## config.mk

```make
export PLATFORM = sky130hd
export DESIGN_NAME = ffa_ctrl
export DESIGN_NICKNAME = d
export VERILOG_FILES = /design/src/rtl/ffa_pkg.sv /design/src/rtl/ffa_ctrl.sv
export SDC_FILE = /design/constraint.sdc
export NUM_CORES = 1
export LEC_CHECK = 0
export CAP_MARGIN = 5
export CELL_PAD_IN_SITES_DETAIL_PLACEMENT = 0
export CELL_PAD_IN_SITES_GLOBAL_PLACEMENT = 1
export CORE_UTILIZATION = 34
export CTS_BUF_LIST = sky130_fd_sc_hd__clkbuf_4 sky130_fd_sc_hd__clkbuf_8
export DETAILED_ROUTE_END_ITERATION = 10
export DONT_BUFFER_PORTS = 1
export HOLD_SLACK_MARGIN = 0.1
export PLACE_DENSITY = 0.65
export REMOVE_ABC_BUFFERS = 1
export SLEW_MARGIN = 20
export SYNTH_ARGS = -nofsm -noshare
export SYNTH_HDL_FRONTEND = slang
export SYNTH_SLANG_ARGS = --single-unit
```

## constraint.sdc

```tcl
create_clock -name clock -period 1.7 [get_ports clock]
set_input_delay 0.17 -clock clock [delete_from_list [all_inputs] [get_ports clock]]
set_output_delay 0.17 -clock clock [all_outputs]
set_load 0.05 [all_outputs]
```

## src/rtl/ffa_pkg.sv

```systemverilog
`timescale 1ns / 1ps
package ffa_pkg;

   // Sizes of the block table and of the data words.
   localparam int TABLE_ENTRIES = 64;
   localparam int WORD_W        = 32;
   localparam int GRAIN         = 4;

   // Result status codes.
   typedef enum logic [2:0] {
      ST_OK        = 3'd0,
      ST_ILLEGAL   = 3'd1,
      ST_NO_ENTRY  = 3'd2,
      ST_NO_SPACE  = 3'd3,
      ST_NOT_FOUND = 3'd4
   } status_type;

   // Request actions; the last code is accepted and ignored.
   typedef enum logic [1:0] {
      ACT_ALLOC = 2'd0,
      ACT_FREE  = 2'd1,
      ACT_CLEAR = 2'd2,
      ACT_NONE  = 2'd3
   } action_type;

   // Configuration register indexes.
   typedef enum logic [0:0] {
      CSR_POOL_BASE = 1'b0,
      CSR_POOL_SIZE = 1'b1
   } csr_index_type;

   // One block table entry.
   typedef struct packed {
      logic              used;
      logic [WORD_W-1:0] offset;
      logic [WORD_W-1:0] size;
   } entry_type;

   // Controller states.
   typedef enum logic [4:0] {
      S_IDLE, S_DISPATCH, S_A_CHK, S_A_RD, S_A_EV, S_A_APP, S_A_HIT,
      S_SH_RD, S_SH_WR, S_SP_LO, S_SP_HI, S_F_RD, S_F_EV, S_F_HIT,
      S_F_TAIL, S_F_NX, S_GAP_RD, S_GAP_WR, S_F_PRV, S_F_PM, S_DONE
   } state_type;

   // Table read address source.
   typedef enum logic [2:0] {
      RA_IDX, RA_IDX_M1, RA_IDX_P1, RA_L_P1, RA_L_M1
   } rsel_type;

   // Table write address source.
   typedef enum logic [1:0] {
      WA_IDX, WA_L, WA_L_P1, WA_L_M1
   } wsel_type;

   // Table write data source.
   typedef enum logic [3:0] {
      WD_FIRST, WD_APPEND, WD_COPY, WD_SPLIT_LO, WD_SPLIT_HI,
      WD_WHOLE, WD_FREE, WD_NEXT_MERGE, WD_PREV_MERGE
   } wdat_type;

   // Scan index update.
   typedef enum logic [2:0] {
      IDX_HOLD, IDX_INC, IDX_DEC, IDX_COUNT, IDX_L, IDX_L_P1
   } idx_op_type;

   // Entry count update.
   typedef enum logic [2:0] {
      CNT_HOLD, CNT_ZERO, CNT_ONE, CNT_INC, CNT_DEC, CNT_L, CNT_L_M1
   } cnt_op_type;

   // Saved entry update.
   typedef enum logic [1:0] {
      CUR_HOLD, CUR_LOAD, CUR_ADD
   } cur_op_type;

   // Result address source.
   typedef enum logic [2:0] {
      ADDR_ZERO, ADDR_FIRST, ADDR_APPEND, ADDR_SPLIT, ADDR_WHOLE
   } addr_sel_type;

   // Commands from the controller to the datapath.
   typedef struct packed {
      logic         load;
      logic         rd_en;
      rsel_type     rsel;
      logic         wr_en;
      wsel_type     wsel;
      wdat_type     wdat;
      idx_op_type   idx_op;
      cnt_op_type   cnt_op;
      cur_op_type   cur_op;
      logic         l_load;
      logic         tp_sub;
      logic         res_wr;
      status_type   res_status;
      addr_sel_type addr_sel;
      logic         publish;
   } cmd_type;

   // Status from the datapath to the controller.
   typedef struct packed {
      action_type action;
      logic       illegal;
      logic       count_zero;
      logic       count_full;
      logic       idx_eq_count;
      logic       fit;
      logic       split_ok;
      logic       space_bad;
      logic       shift_more;
      logic       tp_hit;
      logic       l_last;
      logic       l_zero;
      logic       rd_used;
      logic       gap_more;
      logic       out_free;
   } sts_type;

endpackage

```

## src/rtl/ffa_ctrl.sv

```systemverilog
`timescale 1ns / 1ps
module ffa_ctrl (
   input  logic             clock,
   input  logic             reset,
   input  logic             req_valid,
   output logic             req_ready,
   input  ffa_pkg::sts_type sts,
   output ffa_pkg::cmd_type cmd
);

   ffa_pkg::state_type state_ff, state_in;
   logic second_ff, second_in;

   // Next state.
   always_comb begin
      state_in  = state_ff;
      second_in = second_ff;
      unique case (state_ff)
         ffa_pkg::S_IDLE: begin
            second_in = 1'b0;
            if (req_valid) state_in = ffa_pkg::S_DISPATCH;
         end
         ffa_pkg::S_DISPATCH: begin
            unique case (sts.action)
               ffa_pkg::ACT_ALLOC: state_in = ffa_pkg::S_A_CHK;
               ffa_pkg::ACT_FREE:  state_in = ffa_pkg::S_F_RD;
               default:            state_in = ffa_pkg::S_DONE;
            endcase
         end
         ffa_pkg::S_A_CHK: begin
            if (sts.illegal || sts.count_zero) state_in = ffa_pkg::S_DONE;
            else state_in = ffa_pkg::S_A_RD;
         end
         ffa_pkg::S_A_RD: begin
            if (!sts.idx_eq_count) state_in = ffa_pkg::S_A_EV;
            else if (sts.count_full) state_in = ffa_pkg::S_DONE;
            else state_in = ffa_pkg::S_A_APP;
         end
         ffa_pkg::S_A_EV: begin
            state_in = sts.fit ? ffa_pkg::S_A_HIT : ffa_pkg::S_A_RD;
         end
         ffa_pkg::S_A_APP: state_in = ffa_pkg::S_DONE;
         ffa_pkg::S_A_HIT: begin
            state_in = sts.split_ok ? ffa_pkg::S_SH_RD : ffa_pkg::S_DONE;
         end
         ffa_pkg::S_SH_RD: begin
            state_in = sts.shift_more ? ffa_pkg::S_SH_WR : ffa_pkg::S_SP_LO;
         end
         ffa_pkg::S_SH_WR: state_in = ffa_pkg::S_SH_RD;
         ffa_pkg::S_SP_LO: state_in = ffa_pkg::S_SP_HI;
         ffa_pkg::S_SP_HI: state_in = ffa_pkg::S_DONE;
         ffa_pkg::S_F_RD: begin
            state_in = sts.idx_eq_count ? ffa_pkg::S_DONE : ffa_pkg::S_F_EV;
         end
         ffa_pkg::S_F_EV: begin
            state_in = sts.tp_hit ? ffa_pkg::S_F_HIT : ffa_pkg::S_F_RD;
         end
         ffa_pkg::S_F_HIT: begin
            if (!sts.l_last) state_in = ffa_pkg::S_F_NX;
            else if (sts.l_zero) state_in = ffa_pkg::S_DONE;
            else state_in = ffa_pkg::S_F_TAIL;
         end
         ffa_pkg::S_F_TAIL: state_in = ffa_pkg::S_DONE;
         ffa_pkg::S_F_NX: begin
            state_in = sts.rd_used ? ffa_pkg::S_F_PRV : ffa_pkg::S_GAP_RD;
         end
         ffa_pkg::S_GAP_RD: begin
            if (sts.gap_more) state_in = ffa_pkg::S_GAP_WR;
            else if (second_ff) state_in = ffa_pkg::S_DONE;
            else state_in = ffa_pkg::S_F_PRV;
         end
         ffa_pkg::S_GAP_WR: state_in = ffa_pkg::S_GAP_RD;
         ffa_pkg::S_F_PRV: begin
            state_in = sts.l_zero ? ffa_pkg::S_DONE : ffa_pkg::S_F_PM;
         end
         ffa_pkg::S_F_PM: begin
            if (sts.rd_used) begin
               state_in = ffa_pkg::S_DONE;
            end else begin
               state_in  = ffa_pkg::S_GAP_RD;
               second_in = 1'b1;
            end
         end
         ffa_pkg::S_DONE: begin
            if (sts.out_free) state_in = ffa_pkg::S_IDLE;
         end
         default: state_in = ffa_pkg::S_IDLE;
      endcase
   end

   // Commands for the datapath.
   always_comb begin
      cmd       = '0;
      req_ready = 1'b0;
      unique case (state_ff)
         ffa_pkg::S_IDLE: begin
            req_ready = 1'b1;
            cmd.load  = req_valid;
         end
         ffa_pkg::S_DISPATCH: begin
            cmd.res_wr     = 1'b1;
            cmd.res_status = ffa_pkg::ST_OK;
            if (sts.action == ffa_pkg::ACT_CLEAR) cmd.cnt_op = ffa_pkg::CNT_ZERO;
         end
         ffa_pkg::S_A_CHK: begin
            if (sts.illegal) begin
               cmd.res_wr     = 1'b1;
               cmd.res_status = ffa_pkg::ST_ILLEGAL;
            end else if (sts.count_zero) begin
               cmd.wr_en    = 1'b1;
               cmd.wsel     = ffa_pkg::WA_IDX;
               cmd.wdat     = ffa_pkg::WD_FIRST;
               cmd.cnt_op   = ffa_pkg::CNT_ONE;
               cmd.res_wr   = 1'b1;
               cmd.addr_sel = ffa_pkg::ADDR_FIRST;
            end
         end
         ffa_pkg::S_A_RD: begin
            if (!sts.idx_eq_count) begin
               cmd.rd_en = 1'b1;
               cmd.rsel  = ffa_pkg::RA_IDX;
            end else if (sts.count_full) begin
               cmd.res_wr     = 1'b1;
               cmd.res_status = ffa_pkg::ST_NO_ENTRY;
            end else begin
               cmd.rd_en = 1'b1;
               cmd.rsel  = ffa_pkg::RA_IDX_M1;
            end
         end
         ffa_pkg::S_A_EV: begin
            if (sts.fit) begin
               cmd.l_load = 1'b1;
               cmd.cur_op = ffa_pkg::CUR_LOAD;
            end else begin
               cmd.idx_op = ffa_pkg::IDX_INC;
            end
         end
         ffa_pkg::S_A_APP: begin
            cmd.res_wr = 1'b1;
            if (sts.space_bad) begin
               cmd.res_status = ffa_pkg::ST_NO_SPACE;
            end else begin
               cmd.wr_en    = 1'b1;
               cmd.wsel     = ffa_pkg::WA_IDX;
               cmd.wdat     = ffa_pkg::WD_APPEND;
               cmd.cnt_op   = ffa_pkg::CNT_INC;
               cmd.addr_sel = ffa_pkg::ADDR_APPEND;
            end
         end
         ffa_pkg::S_A_HIT: begin
            if (sts.split_ok) begin
               cmd.idx_op = ffa_pkg::IDX_COUNT;
            end else begin
               cmd.wr_en    = 1'b1;
               cmd.wsel     = ffa_pkg::WA_L;
               cmd.wdat     = ffa_pkg::WD_WHOLE;
               cmd.res_wr   = 1'b1;
               cmd.addr_sel = ffa_pkg::ADDR_WHOLE;
            end
         end
         ffa_pkg::S_SH_RD: begin
            if (sts.shift_more) begin
               cmd.rd_en = 1'b1;
               cmd.rsel  = ffa_pkg::RA_IDX_M1;
            end
         end
         ffa_pkg::S_SH_WR: begin
            cmd.wr_en  = 1'b1;
            cmd.wsel   = ffa_pkg::WA_IDX;
            cmd.wdat   = ffa_pkg::WD_COPY;
            cmd.idx_op = ffa_pkg::IDX_DEC;
         end
         ffa_pkg::S_SP_LO: begin
            cmd.wr_en    = 1'b1;
            cmd.wsel     = ffa_pkg::WA_L;
            cmd.wdat     = ffa_pkg::WD_SPLIT_LO;
            cmd.res_wr   = 1'b1;
            cmd.addr_sel = ffa_pkg::ADDR_SPLIT;
         end
         ffa_pkg::S_SP_HI: begin
            cmd.wr_en  = 1'b1;
            cmd.wsel   = ffa_pkg::WA_L_P1;
            cmd.wdat   = ffa_pkg::WD_SPLIT_HI;
            cmd.cnt_op = ffa_pkg::CNT_INC;
         end
         ffa_pkg::S_F_RD: begin
            if (sts.idx_eq_count) begin
               cmd.res_wr     = 1'b1;
               cmd.res_status = ffa_pkg::ST_NOT_FOUND;
            end else begin
               cmd.rd_en = 1'b1;
               cmd.rsel  = ffa_pkg::RA_IDX;
            end
         end
         ffa_pkg::S_F_EV: begin
            cmd.tp_sub = 1'b1;
            if (sts.tp_hit) begin
               cmd.l_load = 1'b1;
               cmd.cur_op = ffa_pkg::CUR_LOAD;
            end else begin
               cmd.idx_op = ffa_pkg::IDX_INC;
            end
         end
         ffa_pkg::S_F_HIT: begin
            cmd.res_wr     = 1'b1;
            cmd.res_status = ffa_pkg::ST_OK;
            if (!sts.l_last) begin
               cmd.rd_en = 1'b1;
               cmd.rsel  = ffa_pkg::RA_L_P1;
            end else if (sts.l_zero) begin
               cmd.cnt_op = ffa_pkg::CNT_ZERO;
            end else begin
               cmd.rd_en = 1'b1;
               cmd.rsel  = ffa_pkg::RA_L_M1;
            end
         end
         ffa_pkg::S_F_TAIL: begin
            cmd.cnt_op = sts.rd_used ? ffa_pkg::CNT_L : ffa_pkg::CNT_L_M1;
         end
         ffa_pkg::S_F_NX: begin
            cmd.wr_en = 1'b1;
            cmd.wsel  = ffa_pkg::WA_L;
            if (sts.rd_used) begin
               cmd.wdat = ffa_pkg::WD_FREE;
            end else begin
               cmd.wdat   = ffa_pkg::WD_NEXT_MERGE;
               cmd.cur_op = ffa_pkg::CUR_ADD;
               cmd.idx_op = ffa_pkg::IDX_L_P1;
            end
         end
         ffa_pkg::S_GAP_RD: begin
            if (sts.gap_more) begin
               cmd.rd_en = 1'b1;
               cmd.rsel  = ffa_pkg::RA_IDX_P1;
            end else begin
               cmd.cnt_op = ffa_pkg::CNT_DEC;
            end
         end
         ffa_pkg::S_GAP_WR: begin
            cmd.wr_en  = 1'b1;
            cmd.wsel   = ffa_pkg::WA_IDX;
            cmd.wdat   = ffa_pkg::WD_COPY;
            cmd.idx_op = ffa_pkg::IDX_INC;
         end
         ffa_pkg::S_F_PRV: begin
            if (!sts.l_zero) begin
               cmd.rd_en = 1'b1;
               cmd.rsel  = ffa_pkg::RA_L_M1;
            end
         end
         ffa_pkg::S_F_PM: begin
            if (!sts.rd_used) begin
               cmd.wr_en  = 1'b1;
               cmd.wsel   = ffa_pkg::WA_L_M1;
               cmd.wdat   = ffa_pkg::WD_PREV_MERGE;
               cmd.idx_op = ffa_pkg::IDX_L;
            end
         end
         ffa_pkg::S_DONE: begin
            cmd.publish = sts.out_free;
         end
         default: ;
      endcase
   end

   // State registers.
   always_ff @(posedge clock) begin
      if (reset) begin
         state_ff  <= ffa_pkg::S_IDLE;
         second_ff <= 1'b0;
      end else begin
         state_ff  <= state_in;
         second_ff <= second_in;
      end
   end

endmodule

```

# Yosys cells after proc, flatten, opt, wreduce, memory -nomap -nowiden
# Cells that the tools add are included.
[classes]
n_div = 0
n_addsub = 0
reduce_logical = 9
eq_ne = 25
order_cmp = 0
shifts = 0
bitwise_logic = 0
mux = 74
mul = 0
[op_table]
columns = ["op", "count"]
rows = [
  ["5-bit one-hot mux with 19 select lines", 1],
  ["7-bit one-hot mux with 8 select lines", 1],
  ["5-bit 2-to-1 mux", 9],
  ["3-bit one-hot mux with 7 select lines", 2],
  ["5-bit by 4-bit equality test with 1-bit output (second input constant)", 8],
  ["4-bit 2-to-1 mux", 10],
  ["7-bit 2-to-1 mux", 4],
  ["3-bit 2-to-1 mux", 9],
  ["5-bit equality test (second input constant)", 5],
  ["3-bit one-hot mux with 4 select lines", 2],
  ["4-bit one-hot mux with 6 select lines", 1],
  ["2-bit 2-to-1 mux", 11],
  ["5-bit by 3-bit equality test with 1-bit output (second input constant)", 4],
  ["1-bit 2-to-1 mux", 18],
  ["5-bit by 2-bit equality test with 1-bit output (second input constant)", 2],
  ["10-bit 2-to-1 mux", 1],
  ["5-bit one-hot mux with 2 select lines", 1],
  ["2-bit != test (second input constant)", 3],
  ["2-bit one-hot mux with 3 select lines", 1],
  ["5-bit by 1-bit equality test with 1-bit output (second input constant)", 1],
  ["5-bit zero test", 1],
  ["1-bit one-hot mux with 5 select lines", 1],
  ["1-bit one-hot mux with 2 select lines", 2],
  ["2-bit AND reduction", 2],
  ["8 further kinds", 8],
]
[word_totals]
mem_bits_ro = 0
input_bits = 19
regBits = 6
mem_bits_rw = 0
mem_count = 0
elab_cells = 110
latchBits = 0
out_inout_bits = 31

# Depth between registers and ports, before layout
# Gate-level depths: netlist of run 1.
[depth]
word_depth = 3
mapped_depth = 7
ltp_nobuf = 4

# Least setup slack after synthesis of run 1
# Ideal clock, no wire load.
[synth_timing]
path_type = "register to output"
from = "register state_ff[2]"
to = "output port cmd[15] (netlist bit)"
path_stages_with_launch = 6
arrival_time_ps = 2482
path_slack_ps = -952
required_ps = 1530
n_path_buf = 1
path_cell_list = "dfxtp_1 buf_2 nand3b_1 nor3_1 a31oi_1 o21ai_1"
[synth_rtl]
columns = ["item", "line", "source"]
rows = [
  ["from (decl)", "ffa_ctrl.sv:11", "ffa_pkg::state_type state_ff, state_in;"],
  ["from (signal assigned)", "ffa_ctrl.sv:269", "state_ff <= ffa_pkg::S_IDLE;"],
  ["from (signal assigned)", "ffa_ctrl.sv:272", "state_ff <= state_in;"],
  ["to (decl)", "ffa_ctrl.sv:8", "output ffa_pkg::cmd_type cmd"],
]

==> results of run 1 <==
-- state kept, by name, summed over array words and instances, names as in the netlist --
name and count:
state_ff 5, second_ff 1
-- synth_stat cells (2+ instances only) --
library cell,count,area (um^2)
a21o_1,4,30.0
a21oi_1,12,60.1
a31oi_1,7,43.8
and3_1,2,12.5
buf_2,9,45.0
buf_4,4,30.0
buf_6,2,22.5
dfxtp_1,6,120
inv_1,7,26.3
mux2i_1,2,20.0
nand2_1,17,63.8
nand2b_1,8,50.1
nand3_1,5,25.0
nand3b_1,2,15.0
nand4b_1,2,17.5
nor2_1,21,78.8
nor2b_1,5,31.3
nor3_1,9,45.0
nor3_2,2,20.0
nor3b_1,3,22.5
nor4_1,4,25.0
nor4_2,3,37.5
o211ai_1,2,15.0
o21ai_0,3,15.0
o21ai_1,2,10.0
o31ai_1,2,15.0
o32a_1,2,20.0
o32ai_1,3,26.3
or2_1,5,31.3
or3b_1,2,17.5
-- cells by family after synthesis --
kind of cell / Yosys count / synth area share (%)
buffers and inverters: 22 / 9.95
AND/OR/NAND/NOR: 99 / 46.6
multiplexers: 2 / 1.61
flip-flops: 6 / 9.65
XOR/XNOR: 1 / 0.704
AO/OA/AOI/OAI: 53 / 31.5
-- cells in the final DEF (no fill, tap or decap), types with 3 or more instances in the layout --
cell type and n:
nand2_1 15, buf_12 8, buf_8 4, nor3_2 4, inv_1 6, dfxtp_4 5
nor2b_1 3, nand2b_1 4, clkbuf_4 3, a21oi_1 8, buf_4 68, or2_4 4
a31oi_1 7, nor3_4 6, a21oi_2 4, a21o_1 4, nor2_1 11, nand3_1 3
nor4_4 5, buf_6 36, nand2b_4 4, nor2_4 6, nor2_2 4
-- repair_timing --
action                     in CTS  in global routing
setup endpoints to repair      29                 32
resized for setup              63                 65
hold endpoints to repair        5                  0
buffers inserted               14                 18
gates cloned                    0                  0
pin swaps                      18                 21
hold buffers                    1                  0
-- per-layer routing --
layer / routed length (um) / part of all wire, % / vias up / global-route usage, %
met4: 405 / 5.4 / 0 / 12.5
met5: 0 / 0 / - / 0
met2: 3640 / 49 / 164 / 53.8
met3: 677 / 9.1 / 43 / 6.20
li1: - / - / 899 / -
met1: 2720 / 37 / 1025 / 37.5
-- cell type report --
type / instances / area, um^2
fill: 186 / 637
clock buffer: 3 / 22.5
inverter: 7 / 26.3
sequential: 6 / 139
multi-input combinational: 155 / 1360
timing repair buffer: 118 / 1170
tap: 46 / 57.6
-- per-stage QoR --
stage                     util (%)  cells  hold slack (ns)
after global routing          81.4    335            0.106
after global placement        58.0    301            0.235
after floorplan                  -    168            0.233
after detailed placement      58.0    301            0.238
after CTS                     68.8    319            0.116
final                         81.4    335            0.108
-- power by group through the flow --
stage | Clock (mW) | Sequential, mW | Combinational, mW
2_1_floorplan | 0 | 0.365 | 1.19
3_3_place_gp | 0 | 0.248 | 2.52
3_5_place_dp | 0 | 0.253 | 2.54
4_1_cts | 0.137 | 0.276 | 2.91
5_1_grt | 0.172 | 0.290 | 3.80
6_report | 0.167 | 0.288 | 3.66
-- path summary, 6_finish.rpt --
kind	endpoint	slack, ns	cells after the start
hold / removal	second_ff$_SDFFE_PP0P_	0.11	1
setup reg to reg	state_ff[4]$_SDFFE_PP0P_	-0.18	9
hold reg to reg	state_ff[2]$_SDFFE_PP0P_	0.55	2
setup / recovery	cmd[24]	-0.33	6
==> key figures, run 1 <==
Final layout
  – Final net count: a little over 300
  – Design area: between 2000 and 3000 um^2
  – N_diodes: 0
  – Layout cells sized above 1: roughly two thirds
  – Area Growth Syn to Fin: 123%

Worst setup path
  – Startpoint Class: flop
  – Worst setup startpoint: state_ff[3]$_SDFFE_PP0P_
  – Slowest cell delay on critical path: 0.39 ns
  – Critical Path RT: between 1.5 and 2 ns
  – Slowest CP cell: dfxtp_4
  – Setup CP Type: flop to primary output
  – Worst-path fanout max: 6
  – CP top delay family: simple AND/OR/NAND/NOR gates
  – Arrival time worst endpoint: between 1.5 and 2 ns
  – Critical-path cell list: buf_4 -> nand3b_1 -> nand2_1 -> a32o_1 -> nand4bb_1 -> buf_12
  – Reg2Reg Launch Point: state_ff[4]$_SDFFE_PP0P_
  – Crit path buf inv count: 2
  – Critical path capture point type: primary output

Yosys
  – Register area share after synthesis: about a tenth
  – Main flop type after synthesis: dfxtp_1
  – Cells after Synth: approximately 180
  – Ys async rst share: 0%
  – Yosys cell types: 56
  – Syn avg cell area: between 6 and 7 um^2
  – FF+latch count, synth: 6
  – Warnings from Yosys: 0
  – Cell area after synthesis: roughly 1200 um^2
  – Post-synth EDFFs: 0

Power
  – Pwr per Cell Area: about 1500 nW/um^2
  – Switching power as a share of total power: around half
  – Power, Total: slightly above 4 mW
  – Flop pwr share: 7.0%
  – Net switching power: about 2.1 mW
  – Leak: around 1.1 nW
  – Part of the power in the clock network: a little over 4%
  – Internal power: approximately 2.0 mW
  – Comb pwr share: roughly 89%
  – Max VDD drop: 0.769 mV

Timing
  – RSZ-0062 raised after global routing: true
  – Layout Skew: 0.00603 ns
  – Final min period: ~2 ns
  – Final WS setup: -0.329 ns
  – Final Setup Violations: 31
  – Relative slew slack: approximately three quarters
  – Fmax: slightly below 0.5 GHz
  – Worst-Margin Slew: ~0.34 ns
  – Final Hold Viols: 0
  – Fin crit share: 119%
  – Max Slew Vio Count: 0
  – Final TNS setup: -4.87 ns

Route
  – Routed Antenna Nets: 0
  – Vias: 2131
  – Average wire per standard cell: 22.2 um
  – Final Routed Wirelength: between 7 and 8 mm
  – Iter 0 DRT Violations: approximately 230
  – Pre-antenna DRT Iters: 5
  – Post-route DRC: 0
  – Post-DR vias/cell: between 6 and 7

Clocking
  – CTS tree: built
  – Reg clk slew, reported paths: around 0.070 ns
  – CTS sink count: 6
  – H-Tree Depth: 1
  – Clk Latency, worst-skew pair: between 0.2 and 0.3 ns
  – Num CTS Buffers: 3
  – CTS max path bufs: 2
  – Clock Tree Root: clkbuf_4

Hold path
  – Hold WC Path Type: primary input to flop
  – Hold_sp: reset

Run status
  – Status: finished with violations
  – Violated checks: negative setup slack

Global routing
  – Largest net degree at the start of global routing: 13
  – Vias in the first global route: approximately 1900
  – Tot GR Track Use: between 30% and 40%
  – Remaining global-route overflow: 0
  – Initial antenna violation count: 0
  – First-pass GRT wire length: between 9 and 10 mm

Place
  – RD Place Congestion: approximately 0.9
  – Detail Placement HPWL: 4.43 mm
  – Post-place instance area: 1980 um^2
  – Port Buffers: 0
  – Post-Place Setup Slack: -0.0821 ns

Job
  – Max-cap violations: 0

Die
  – Die extent in x: ~63 um
  – Starting Density: a little over a third
  – Die height: roughly 63 um
  – Die ar.: 3910 um^2
  – Area of the core: ~3400 um^2
  – Cell row count: 21
  – I/O pin cnt: 50
No activity file was read; power rests on OpenSTA's default activity.
==> run 2, diff against run 1 <==
CORE_ASPECT_RATIO = 1.5   (was not set)
==> run 2 against run 1 <==
Net effect:
- the run still ends with negative setup slack left
- clock skew shrank 0.0036 ns
- sequential power grew 5%
- combinational power shrank 5%
- routed wire length shrank 7.8%
- core utilization shrank 4.6 points
- clock-buffer cell count is the same
- global-route usage shrank 0.42 points
- final area shrank 4.7%
- maximum frequency grew 4.5%
- highest routed layer unchanged
==> key figures, run 2 (same netlist as run 1, synthesis figures left out) <==
Worst setup path
  – Critical-path cell list: buf_6 -> or3b_4 -> nor3_4 -> buf_4 -> or2_4 -> buf_12
  – Arrival time worst endpoint: 1.77 ns (-0.09 ns)
  – Critical path capture point type: primary output
  – Slowest CP cell: or3b_4
  – Slowest cell delay on critical path: 0.43 ns (+0.04 ns)
  – CP top delay family: simple AND/OR/NAND/NOR gates
  – Setup CP Type: flop to primary output
  – Startpoint Class: flop
  – Worst-path fanout max: 5 (-1)
  – Critical Path RT: 1.53 ns (about the same)
  – Crit path buf inv count: 3 (+1)
  – Reg2reg setup slack: -0.06 ns (+0.12 ns)

Power
  – Switching power as a share of total power: 50.4% (-0.92 points)
  – Part of the power in the clock network: 5.6% (+1.5 points)
  – Leak: 1.07 nW (-6.3%)
  – Power, Total: 4.01 mW (-2.5%)
  – Max VDD drop: 1.20 mV (+57%)
  – Comb pwr share: 86.9% (-2.0 points)
  – Internal power: 1.99 mW (-0.69%)
  – Flop pwr share: 7.5% (+0.5 points)
  – Net switching power: 2.02 mW (-4.3%)
  – Pwr per Cell Area: 1520 nW/um^2 (+2.3%)

Place
  – Post-place instance area: 1900 um^2 (-4.0%)
  – Port Buffers: 0 (unchanged)
  – RD Place Congestion: 0.986 (+6.5%)
  – Detail Placement HPWL: 4.30 mm (-2.8%)

Global routing
  – Largest net degree at the start of global routing: 15 (+2)
  – Remaining global-route overflow: 0 (unchanged)
  – Initial antenna violation count: 0 (unchanged)
  – First-pass GRT wire length: 9.25 mm (-4.8%)
  – Vias in the first global route: 1918 (+1.7%)
  – Tot GR Track Use: 30.8% (-0.42 points)

Die
  – Cell row count: 26 (+24%)
  – Die extent in x: 51.4 um (-18%)
  – Die height: 76.1 um (+22%)
  – Area of the core: 3450 um^2 (+0.95%)
  – I/O pin cnt: 50 (unchanged)
  – Die ar.: 3910 um^2 (+0.13%)
  – Starting Density: 36.1% (-0.34 points)

Final layout
  – Fill cell count: 215 (+16%)
  – Commonest non-fill, non-tap cells in the layout: 53 x buf_4, 32 x buf_6, 14 x nor2_1
  – Area Growth Syn to Fin: 113%
  – Most common cell after layout, fill and taps aside: buf_4
  – N_diodes: 0 (unchanged)
  – Final net count: 293 (-5.5%)
  – Top flop regs: state_ff x5, second_ff x1
  – Largest Register: state_ff
  – Design area: 2650 um^2 (-4.7%)
  – Layout cells sized above 1: 64.0% (-1.1 points)
  – Largest register FFs: 5 (unchanged)
  – Final Util: 76.8% (-4.6 points)

Timing
  – Max Slew Vio Count: 0 (unchanged)
  – Final Hold Viols: 0 (unchanged)
  – Fmax: 0.515 GHz (+4.5%)
  – Final WS setup: -0.242 ns (+0.0867 ns)
  – RSZ-0062 raised after global routing: true
  – Fin crit share: 114% (-5.1 points)
  – Relative slew slack: 75.7% (-1.2 points)
  – Final min period: 1.94 ns (-0.0867 ns)
  – Final Setup Violations: 27 (-13%)
  – Worst-Margin Slew: 0.359 ns (+0.0184 ns)
  – Layout Skew: 0.00240 ns (-0.00363 ns)
  – Hold slack: 0.127 ns (+0.0191 ns)

Hold path
  – Hold WC Path Type: primary input to flop

Clocking
  – Num CTS Buffers: 3 (unchanged)
  – H-Tree Depth: 1 (unchanged)
  – Clock Tree Root: clkbuf_8
  – CTS max path bufs: 2 (unchanged)
  – CTS tree: built
  – Reg clk slew, reported paths: 0.04 ns (-0.03 ns)
  – Clk Latency, worst-skew pair: 0.23 ns (-0.05 ns)
  – CTS sink count: 6 (unchanged)

Route
  – Average wire per standard cell: 21.9 um (-1.6%)
  – Post-route DRC: 0 (unchanged)
  – Pre-antenna DRT Iters: 5 (unchanged)
  – Vias: 2009 (-5.7%)
  – Routed Antenna Nets: 0 (unchanged)
  – Final Routed Wirelength: 6.86 mm (-7.8%)
  – Post-DR vias/cell: 6.40 (+0.58%)
  – Iter 0 DRT Violations: 101 (-55%)

Run status
  – Status: finished with violations
  – Violated checks: negative setup slack

Job
  – Max-cap violations: 0 (unchanged)
## run 2: cell type report
class                      instances  area [um^2]  area share, %
clock buffer                       3         41.3           1.56
tap                               42         52.6           1.98
timing repair buffer             101         1040           39.4
sequential                         6          136           5.15
multi-input combinational        155         1350           50.9
inverter                           7         26.3          0.992
## run 2: per-stage QoR
step	TNS (ns)	setup slack, ns	std cells
floorplan	-19.83	-1.26	168
global placement	-0.263	-0.0627	285
detailed placement	-0.297	-0.0632	285
CTS	-3.23	-0.231	298
global route	-4.78	-0.277	314
finish	-3.60	-0.242	314
## run 2: timing repair
item | CTS | global route
setup endpoints to repair | 31 | 33
pin swaps | 15 | 26
buffers inserted | 9 | 15
resized for setup | 48 | 69
hold buffers | 1 | 0
hold endpoints to repair | 4 | 0
cloned | 0 | 1
## run 2: routing by layer
| metal | global-route usage, % | vias up | wire (um) |
|---|---|---|---|
| met4 | 20.0 | 0 | 367 |
| met1 | 34.8 | 957 | 2480 |
| met2 | 51.6 | 147 | 3440 |
| li1 | - | 872 | - |
| met3 | 4.19 | 33 | 580 |
| met5 | 0 | - | 0 |
## run 2: worst paths after layout
path                                          startpoint                       end  cells after the start
worst max-delay path            state_ff[2]$_SDFFE_PP0P_                   cmd[17]                      6
worst min-delay path                               reset  state_ff[0]$_SDFFE_PP0P_                      3
worst min register to register    second_ff$_SDFFE_PP0P_  state_ff[2]$_SDFFE_PP0P_                      2
worst max register to register  state_ff[3]$_SDFFE_PP0P_  state_ff[2]$_SDFFE_PP0P_                      7
## run 2: power by group through the flow
stage	logic, mW	clock network, mW	registers, mW
2_1_floorplan	1.19	0	0.365
3_3_place_gp	2.44	0	0.241
3_5_place_dp	2.44	0	0.244
4_1_cts	2.73	0.222	0.264
5_1_grt	3.62	0.229	0.301
6_report	3.49	0.224	0.303
## run 2: worst min-delay path: cells and delay by family
kind               cells  cell delay [ns]
AOI/OAI and AO/OA      3             0.14
==> run 3, diff against run 2 <==
--- a/constraint.sdc
+++ b/constraint.sdc
@@ -3,2 +3,2 @@
 set_output_delay 0.17 -clock clock [all_outputs]
-set_load 0.05 [all_outputs]
+set_load 0.1 [all_outputs]
==> run 3 against run 2 <==
Net effect:
- the run still ends with negative setup slack left
- sequential share of layout area is 0.81 points lower
- power increased by 30%
- flip-flop and latch count is the same
- combinational power up 33%
- final area increased by 19%
- via count rose by 11%
- sequential power rose by 12%
- clock skew increased by 0.00076 ns
- critical path type unchanged
- largest cell class is now non-clock buffers
==> key figures, run 3 (same netlist as run 1, synthesis figures left out) <==
Run status
  – Status: finished with violations
  – Violated checks: negative setup slack

Die
  – Cell row count: 26 (unchanged)
  – Die ar.: 3910 um^2 (unchanged)
  – Area of the core: 3450 um^2 (unchanged)
  – Die extent in x: 51.4 um (unchanged)
  – Starting Density: 36.1% (unchanged)
  – Die height: 76.1 um (unchanged)
  – I/O pin cnt: 50 (unchanged)

Route
  – Post-route DRC: 0 (unchanged)
  – Final Routed Wirelength: 8.75 mm (+28%)
  – Vias: 2233 (+11%)
  – Pre-antenna DRT Iters: 5 (unchanged)
  – Routed Antenna Nets: 0 (unchanged)
  – Iter 0 DRT Violations: 180 (+78%)
  – Post-DR vias/cell: 6.69 (+4.5%)
  – Average wire per standard cell: 26.2 um (+20%)

Global routing
  – Vias in the first global route: 2115 (+10%)
  – Largest net degree at the start of global routing: 12 (-3)
  – M1 GR Usage: 39.4% (+4.5 points)
  – Met2 usage in global routing: 64.5% (+13 points)
  – Initial antenna violation count: 0 (unchanged)
  – GRT met3 Usage: 5.39% (+1.2 points)
  – Busiest grt layer: met2
  – First-pass GRT wire length: 10.7 mm (+16%)
  – Remaining global-route overflow: 0 (unchanged)
  – Tot GR Track Use: 36.4% (+5.7 points)

Power
  – Leak: 1.26 nW (+17%)
  – Pwr per Cell Area: 1660 nW/um^2 (+9.3%)
  – Max VDD drop: 1.34 mV (+11%)
  – Power, Total: 5.20 mW (+30%)

Final layout
  – Design area: 3140 um^2 (+19%)
  – Finished Layout Cells: 334 (+6.4%)
  – Largest Register: state_ff
  – Final Util: 91.1% (+14 points)
  – N_diodes: 0 (unchanged)
  – Layout cells sized above 1: 68.2% (+4.2 points)
  – Most common cell after layout, fill and taps aside: buf_4
  – Area Growth Syn to Fin: 152%
  – Final net count: 313 (+6.8%)
  – Largest register FFs: 5 (unchanged)
  – Top flop regs: state_ff x5, second_ff x1
  – Fill cell count: 123 (-43%)
  – Commonest non-fill, non-tap cells in the layout: 68 x buf_4, 25 x buf_12, 15 x buf_6

Clocking
  – CTS tree: built
  – Reg clk slew, reported paths: 0.04 ns (about the same)
  – Clk Latency, worst-skew pair: 0.24 ns (about the same)
  – Num CTS Buffers: 3 (unchanged)
  – CTS max path bufs: 2 (unchanged)
  – CTS sink count: 6 (unchanged)
  – H-Tree Depth: 1 (unchanged)
  – Clock Tree Root: clkbuf_8

Worst setup path
  – Arrival time worst endpoint: 1.85 ns (+0.08 ns)
  – Critical Path RT: 1.53 ns (about the same)
  – Worst-path fanout max: 10 (+5)
  – Setup CP Type: flop to primary output
  – Critical path capture point type: primary output
  – Startpoint Class: flop

Job
  – Max-cap violations: 0 (unchanged)

Timing
  – Relative slew slack: 65.9% (-9.8 points)
  – Fin crit share: 119% (+4.8 points)
  – Final WS setup: -0.324 ns (-0.0813 ns)
  – Fmax: 0.494 GHz (-4.0%)
  – Final Hold Viols: 0 (unchanged)
  – Final min period: 2.02 ns (+0.0813 ns)
  – Final Setup Violations: 35 (+30%)
  – Worst-Margin Slew: 0.509 ns (+0.149 ns)
  – RSZ-0062 raised after global routing: true
  – Layout Skew: 0.00316 ns (+0.000756 ns)
  – Max Slew Vio Count: 0 (unchanged)

Place
  – Detail Placement HPWL: 4.92 mm (+14%)
  – RD Place Congestion: 1.01 (+1.9%)
  – Post-place instance area: 2430 um^2 (+28%)
  – Port Buffers: 0 (unchanged)
  – Placed insts: 306 (+7.4%)

Hold path
  – Hold WC Path Type: primary input to flop
## run 3: cell count changes in the layout (fill, tap and decap cells not counted), sizes merged
cell / before / now
buf: 99 / 112
bufbuf: 0 / 1
clkbuf: 4 / 10
## run 3: final timing paths
kind                                          startpoint                       end  slack [ns]  cells past startpoint
worst max-delay path            state_ff[2]$_SDFFE_PP0P_                    cmd[7]       -0.32                      7
worst min-delay path                               reset    second_ff$_SDFFE_PP0P_        0.15                      1
worst max register to register  state_ff[2]$_SDFFE_PP0P_  state_ff[4]$_SDFFE_PP0P_       -0.16                      8
worst min register to register    second_ff$_SDFFE_PP0P_  state_ff[2]$_SDFFE_PP0P_        0.56                      2
## run 3: worst max-delay path, stage by stage (launching register included)
cell and delay [ns]:
dfxtp_4 0.42, buf_6 0.14, nand2b_4 0.08, nor4_4 0.45, buf_4 0.21, nor4_4 0.05, nand2_2 0.09, buf_12 0.17
## run 3: through the flow
step / hold WS, ns / TNS [ns] / setup slack (ns)
after floorplan: 0.233 / -47.98 / -2.72
after global placement: 0.236 / -0.714 / -0.0858
after detailed placement: 0.239 / -1.28 / -0.229
after CTS: 0.156 / -4.40 / -0.282
after global routing: 0.132 / -7.81 / -0.341
final: 0.148 / -6.17 / -0.324
## run 3: area by class of cell
| type | count | area [um^2] | share of cell area (%) |
|---|---|---|---|
| clock buffers | 3 | 41.3 | 1.31 |
| well taps | 42 | 52.6 | 1.67 |
| inverters | 7 | 26.3 | 0.836 |
| multi-input cells | 155 | 1400 | 44.7 |
| repair buffers | 121 | 1480 | 47.2 |
| flip-flops and latches | 6 | 136 | 4.34 |
## run 3: power by group
group          internal (mW)  switching, mW
Sequential             0.202          0.137
Combinational           2.03           2.59
Clock                  0.154         0.0830
## run 3: per-layer routing
layer	share of wire, %	wire length, um
met5	0	0
met4	8.5	744
met2	48	4230
met1	33	2870
met3	10	906
## run 3: repair_timing
item,in CTS,in global routing
buffers inserted,12,10
gates cloned,1,1
hold buffers,1,0
gates resized for setup,62,42
setup endpoints to repair,35,34
pin swaps,23,25
endpoints found under the hold margin,5,0
